**src/rtl/core/sp_pkg.sv**
```systemverilog
// ----------------------------------------------------------------------------
// Stereographic projection package
// Shared widths, codes and fixed-point constants of the projection pipeline.
// ----------------------------------------------------------------------------
package sp_pkg;

  localparam int DATA_WIDTH = 32;
  localparam int FRAC_BITS  = 16;

  // Magnitudes of signed inputs fit DATA_WIDTH unsigned bits.
  localparam int SQ_W   = 2 * DATA_WIDTH;
  localparam int ROOT_W = DATA_WIDTH;

  // Backward sum p = x^2 + y^2 plus the constant 4.0 in raw units.
  localparam int PW = (SQ_W > 2 * FRAC_BITS + 3) ? SQ_W : 2 * FRAC_BITS + 3;

  localparam int NUM_FWD_W = SQ_W + 1;
  localparam int NUM_BX_W  = DATA_WIDTH + 2 * FRAC_BITS + 2;
  localparam int NUM_BZ_W  = PW + FRAC_BITS;
  localparam int NUM_A_W   = (NUM_FWD_W > NUM_BX_W) ? NUM_FWD_W : NUM_BX_W;
  localparam int NUM_W     = (NUM_A_W > NUM_BZ_W) ? NUM_A_W : NUM_BZ_W;
  localparam int DEN_W     = PW;
  localparam int QUO_W     = DATA_WIDTH;
  localparam int REM_W     = (NUM_W > DEN_W + QUO_W) ? NUM_W : DEN_W + QUO_W;

  localparam logic MODE_FWD = 1'b0;
  localparam logic MODE_BWD = 1'b1;

  typedef logic signed [DATA_WIDTH-1:0] word_t;
  typedef logic [DATA_WIDTH-1:0]        mag_t;

endpackage

```
**src/rtl/core/sp_sqrt.sv**
```systemverilog
// ----------------------------------------------------------------------------
// Pipelined integer square root
// One root bit per register stage; floor of the square root of rad.
// ----------------------------------------------------------------------------
module sp_sqrt import sp_pkg::*; (
  input  logic              clk,
  input  logic              en,
  input  logic [SQ_W-1:0]   rad,
  output logic [ROOT_W-1:0] root
);

  logic [SQ_W-1:0] num [0:ROOT_W];
  logic [SQ_W-1:0] acc [0:ROOT_W];

  assign num[0] = rad;
  assign acc[0] = '0;

  for (genvar k = 0; k < ROOT_W; k++) begin : g_stage
    localparam logic [SQ_W-1:0] BIT = SQ_W'(1) << (SQ_W - 2 - 2 * k);
    logic [SQ_W-1:0] trial;
    logic            take;

    assign trial = acc[k] + BIT;
    assign take  = num[k] >= trial;

    always_ff @(posedge clk) begin
      if (en) begin
        num[k+1] <= take ? num[k] - trial : num[k];
        acc[k+1] <= take ? (acc[k] >> 1) + BIT : (acc[k] >> 1);
      end
    end
  end

  assign root = acc[ROOT_W][ROOT_W-1:0];

endmodule

```
**config.mk**
```make
export PLATFORM = sky130hd
export DESIGN_NAME = sp_sqrt
export DESIGN_NICKNAME = d
export VERILOG_FILES = /design/src/rtl/core/sp_pkg.sv /design/src/rtl/core/sp_sqrt.sv
export SDC_FILE = /design/constraint.sdc
export NUM_CORES = 2
export LEC_CHECK = 0
export BUFFER_PORTS_ARGS = -buffer_cell sky130_fd_sc_hd__buf_2
export CAP_MARGIN = 20
export CORE_UTILIZATION = 55
export DETAILED_ROUTE_END_ITERATION = 8
export GPL_ROUTABILITY_DRIVEN = 0
export HOLD_SLACK_MARGIN = 0.02
export PLACE_DENSITY = 0.71
export RECOVER_POWER = 100
export SYNTH_ARGS = -nofsm -noshare
export SYNTH_HDL_FRONTEND = slang
export SYNTH_SLANG_ARGS = --single-unit
```
**constraint.sdc**
```tcl
create_clock -name clk -period 10.19 [get_ports clk]
set_input_delay 0.5095 -clock clk [delete_from_list [all_inputs] [get_ports clk]]
set_output_delay 0.5095 -clock clk [all_outputs]
set_load 0.02 [all_outputs]
```
==> results.md <==
- The share of the yosys chip area belonging to registers is 0.6267.
- The run finished, with violations left.
- The clock period minus worst slack is 7.046 ns.
- The number of gates resized after CTS was 0.
- Of the available clock period, the critical path in the final layout requires 0.6915.
- Setup repair after global routing left no endpoint under its margin.
- The clock slew seen by the registers of the worst setup and hold paths is 0.06 ns.
- The hold violation count in the final report was 0.
- The TritonCTS sink count is 2512.
- The final layout contains routed wiring with a total length of 292000 microns.
- After global routing the overflow that remains totals 0.
- Derived from the worst setup path, the maximum achievable clock frequency is 0.1419 GHz.
- The count of pins over their slew limit is 2115.
- In this run the remaining antenna-violating nets after routing total 0.
- The number of iterations in the first detailed-routing pass is 7.
- The area share of the leading cell type in the synthesized netlist is 0.6267.
- The global-route wire length before repair is 443500 microns.
- Buffers inserted during clock tree synthesis total 281.
- The clock passes through at most 4 buffers.
- By area the synthesized netlist is led by edfxtp_1, ha_1, xnor2_1.
- The number of setup violations in the final report is 0.
- The core region is 0.2174 sq mm.
- The total number of nets in the final design is 10480.
- The worst-skew pair later-pin latency is 0.92 ns.
- For this design the static power due to leakage is 0.04971 uW.
- The final reports fail on max-capacitance violations, max-slew violations.
- The detailed-placement wirelength estimate is 214000 microns.
- The mapped netlist covers 0.1204 sq mm.
- TritonCTS built the clock tree.
- The worst-case setup margin in the final layout is 3.144 ns.
- In this run the worst path has a maximum fanout of 39.
- For this design the ratio of total power to cell area is 229.0 mW/mm^2.
- The depth of the CTS H-tree is 5.
- The maximum ir drop on the vdd rail is 177.7 uV.
- The DRC marker count from the first detailed-route iteration is 8499.
- The worst hold slack after final layout is 0.2808 ns.
- The initialized floorplan defines 171 standard-cell rows.
- The number of global-route vias before repair is 75600.
- The via density per instance is 6.089.
- The most used flip-flop cell after synthesis is edfxtp_1.
- The number of antenna violations at the first check in global routing was 10.
- Synthesis handed over a netlist of 9595 instances.
- Compared with the post-synthesis result, the final layout area differs by 10.53%.
- Data on the critical path is required at its endpoint by 10.78 ns.
- Entering global routing, the biggest net connects 191 pins.
- At the pin with the least slew margin, the transition time is 4.893 ns.
- The worst slew margin relative to its limit is -2.262.
- The number of buffer cells added on primary ports is 97.
- Adding up every negative setup slack in the final design gives 0 ns.
- The synthesized design contains 2512 enable-type register cells.
- For the worst setup path, the data arrival time is 7.64 ns.
- The clock arrives with 0.08062 ns of skew.
- Across the run, the number of max-cap violations was 35.
- The element type at the critical path end is a flip-flop.
- The min-delay analysis places its worst path in the category in2reg.
- The area enclosed by the die boundary is 0.2207 sq mm.
- The kind of start point of the critical path is a flip-flop.
- Detailed routing inserted a total of 78640 vias.
- Counting instances in the post-synthesis netlist gives the leading cell types as edfxtp_1, inv_1, nand2_1.
- Of the cells placed in the final design, the portion with a size suffix greater than 1 is 0.05162.
- Of all flip-flops after synthesis, the portion carrying an async set or reset was 0.
- The count of yosys warnings during synthesis is 0.
- Measured along the y axis, the die boundary spans 469.8 microns.
- The net count after synthesis is 10220.
- The critical path is of the reg2reg type.
- Yosys instantiated no cell more often than edfxtp_1.
- The synthesized area per cell is 12.54 sq um.
- The final cell utilization of the core is 0.6120.
- In this run, synthesis produced a sequential element count of 2512.
- The number of different library cells in the post-synthesis netlist is 98.
- During I/O placement, the number of pins put on the boundary was 98.
- The horizontal die dimension is 469.8 microns.
- The root buffer cell chosen for the clock tree is clkbuf_16.
- The global router's overall resource usage is 0.2595.
- edfxtp_1 takes more of the synthesized area than any other cell.
- The DRC violation count after routing is 0.
- The routed wirelength normalized by instance count is 22.61 microns.
- The effective utilization at floorplan is 0.5537.
- The worst slack at placement is 5.501 ns.
==> where the power goes <==
group | switching, uW | internal, uW | leakage [uW]
Clock | 3990 | 5900 | 0.00433
Sequential | 1110 | 13200 | 0.0242
Combinational | 3780 | 2500 | 0.0212
Total | 8880 | 21600 | 0.0497
==> kinds of logic after synthesis <==
kind of cell,share of synthesized area
simple gates,0.1214
xor+xnor,0.06505
flops,0.6267
buf+inv,0.03001
mux,0.006539
fa+ha+maj,0.05800
compound gates,0.09231
==> sequential cells by signal, indices dropped and copies added (netlist names) <==
register and cells:
acc 496, root 32, num 1984
==> worst max-delay path, stage by stage, from the launching register on <==
cell	delay, ns
edfxtp_1	0.43
or4_1	0.60
or3_1	0.36
or4_1	0.52
nor2_1	0.18
o211ai_1	0.18
a2111oi_0	2.28
clkbuf_1	1.23
inv_2	0.43
nand2_1	0.20
a2111oi_0	0.12
xor2_1	0.19
==> layout make-up <==
cell class | count | area (sq um)
clock buffer | 336 | 7366
fill | 16500 | 84330
sequential | 2512 | 75430
multi-input combinational | 6166 | 41230
clock inverter | 142 | 1525
tap | 2854 | 3571
antenna | 6 | 15.01
timing repair buffer | 212 | 1326
inverter | 686 | 2575
==> per-stage QoR <==
| step | power [uW] | std cells | cell area (sq um) |
|---|---|---|---|
| global placement | 20360 | 12360 | 123900 |
| detailed placement | 20540 | 12360 | 123900 |
| floorplan | 18470 | 9595 | 120400 |
| finish | 30460 | 12910 | 133000 |
| global route | 31710 | 12910 | 133000 |
| CTS | 30450 | 12900 | 133400 |
==> layout by cell type (no fill, tap or decap), drive strengths merged, types with 23 or more instances in the layout <==
master       netlist  final
o21a              79     79
a21oi            555    555
or3              106    106
a31oi             58     58
and3              49     49
clkbuf           160    463
nand2            671    671
bufinv             0     30
inv              686    694
nor2b             70     70
edfxtp          2512   2512
or2               34     34
dlygate4sd3        0     64
a21o             244    244
nand2b           103    103
mux2              61     61
clkinv             0     92
nor3             285    285
nor4b             46     46
nand3            150    150
o211ai            37     37
xor2             445    445
nor2             586    586
o21bai            64     64
a2111oi           24     24
or4               79     79
ha               558    558
o21ai            511    511
xnor2            449    449
and2              38     38
nand4b            23     23
nor4             335    335
nand4            175    175
o31ai             36     36
a211oi            39     39
==> what timing repair did <==
| item | 4_1_cts | 5_1_grt |
|---|---|---|
| hold buffers | 64 | 0 |
| setup buffers | 0 | 0 |
| endpoints found under the setup margin | 0 | 0 |
| hold endpoints to repair | 64 | 0 |
==> metal layers <==
| metal | wire (microns) | up-vias | part of all wire | track usage |
|---|---|---|---|---|
| met3 | 20230 | 663 | 0.069 | 0.04065 |
| met4 | 12520 | 4 | 0.043 | 0.1052 |
| met5 | 28 | - | 0.000096 | 0 |
| li1 | - | 36390 | - | - |
| met1 | 118100 | 38390 | 0.40 | 0.3399 |
| met2 | 141100 | 3191 | 0.48 | 0.4323 |
==> final timing paths <==
kind,slack (ns),depth (start not counted),startpoint,endpoint
worst max-delay path,3.14,11,num[436]$_DFFE_PP_,num[372]$_DFFE_PP_
worst min-delay path,0.28,1,en,num[1189]$_DFFE_PP_
worst min register to register,0.41,0,acc[1125]$_DFFE_PP_,acc[1060]$_DFFE_PP_
worst max register to register,3.14,11,num[436]$_DFFE_PP_,num[372]$_DFFE_PP_
(Power assumes the default switching activity.)
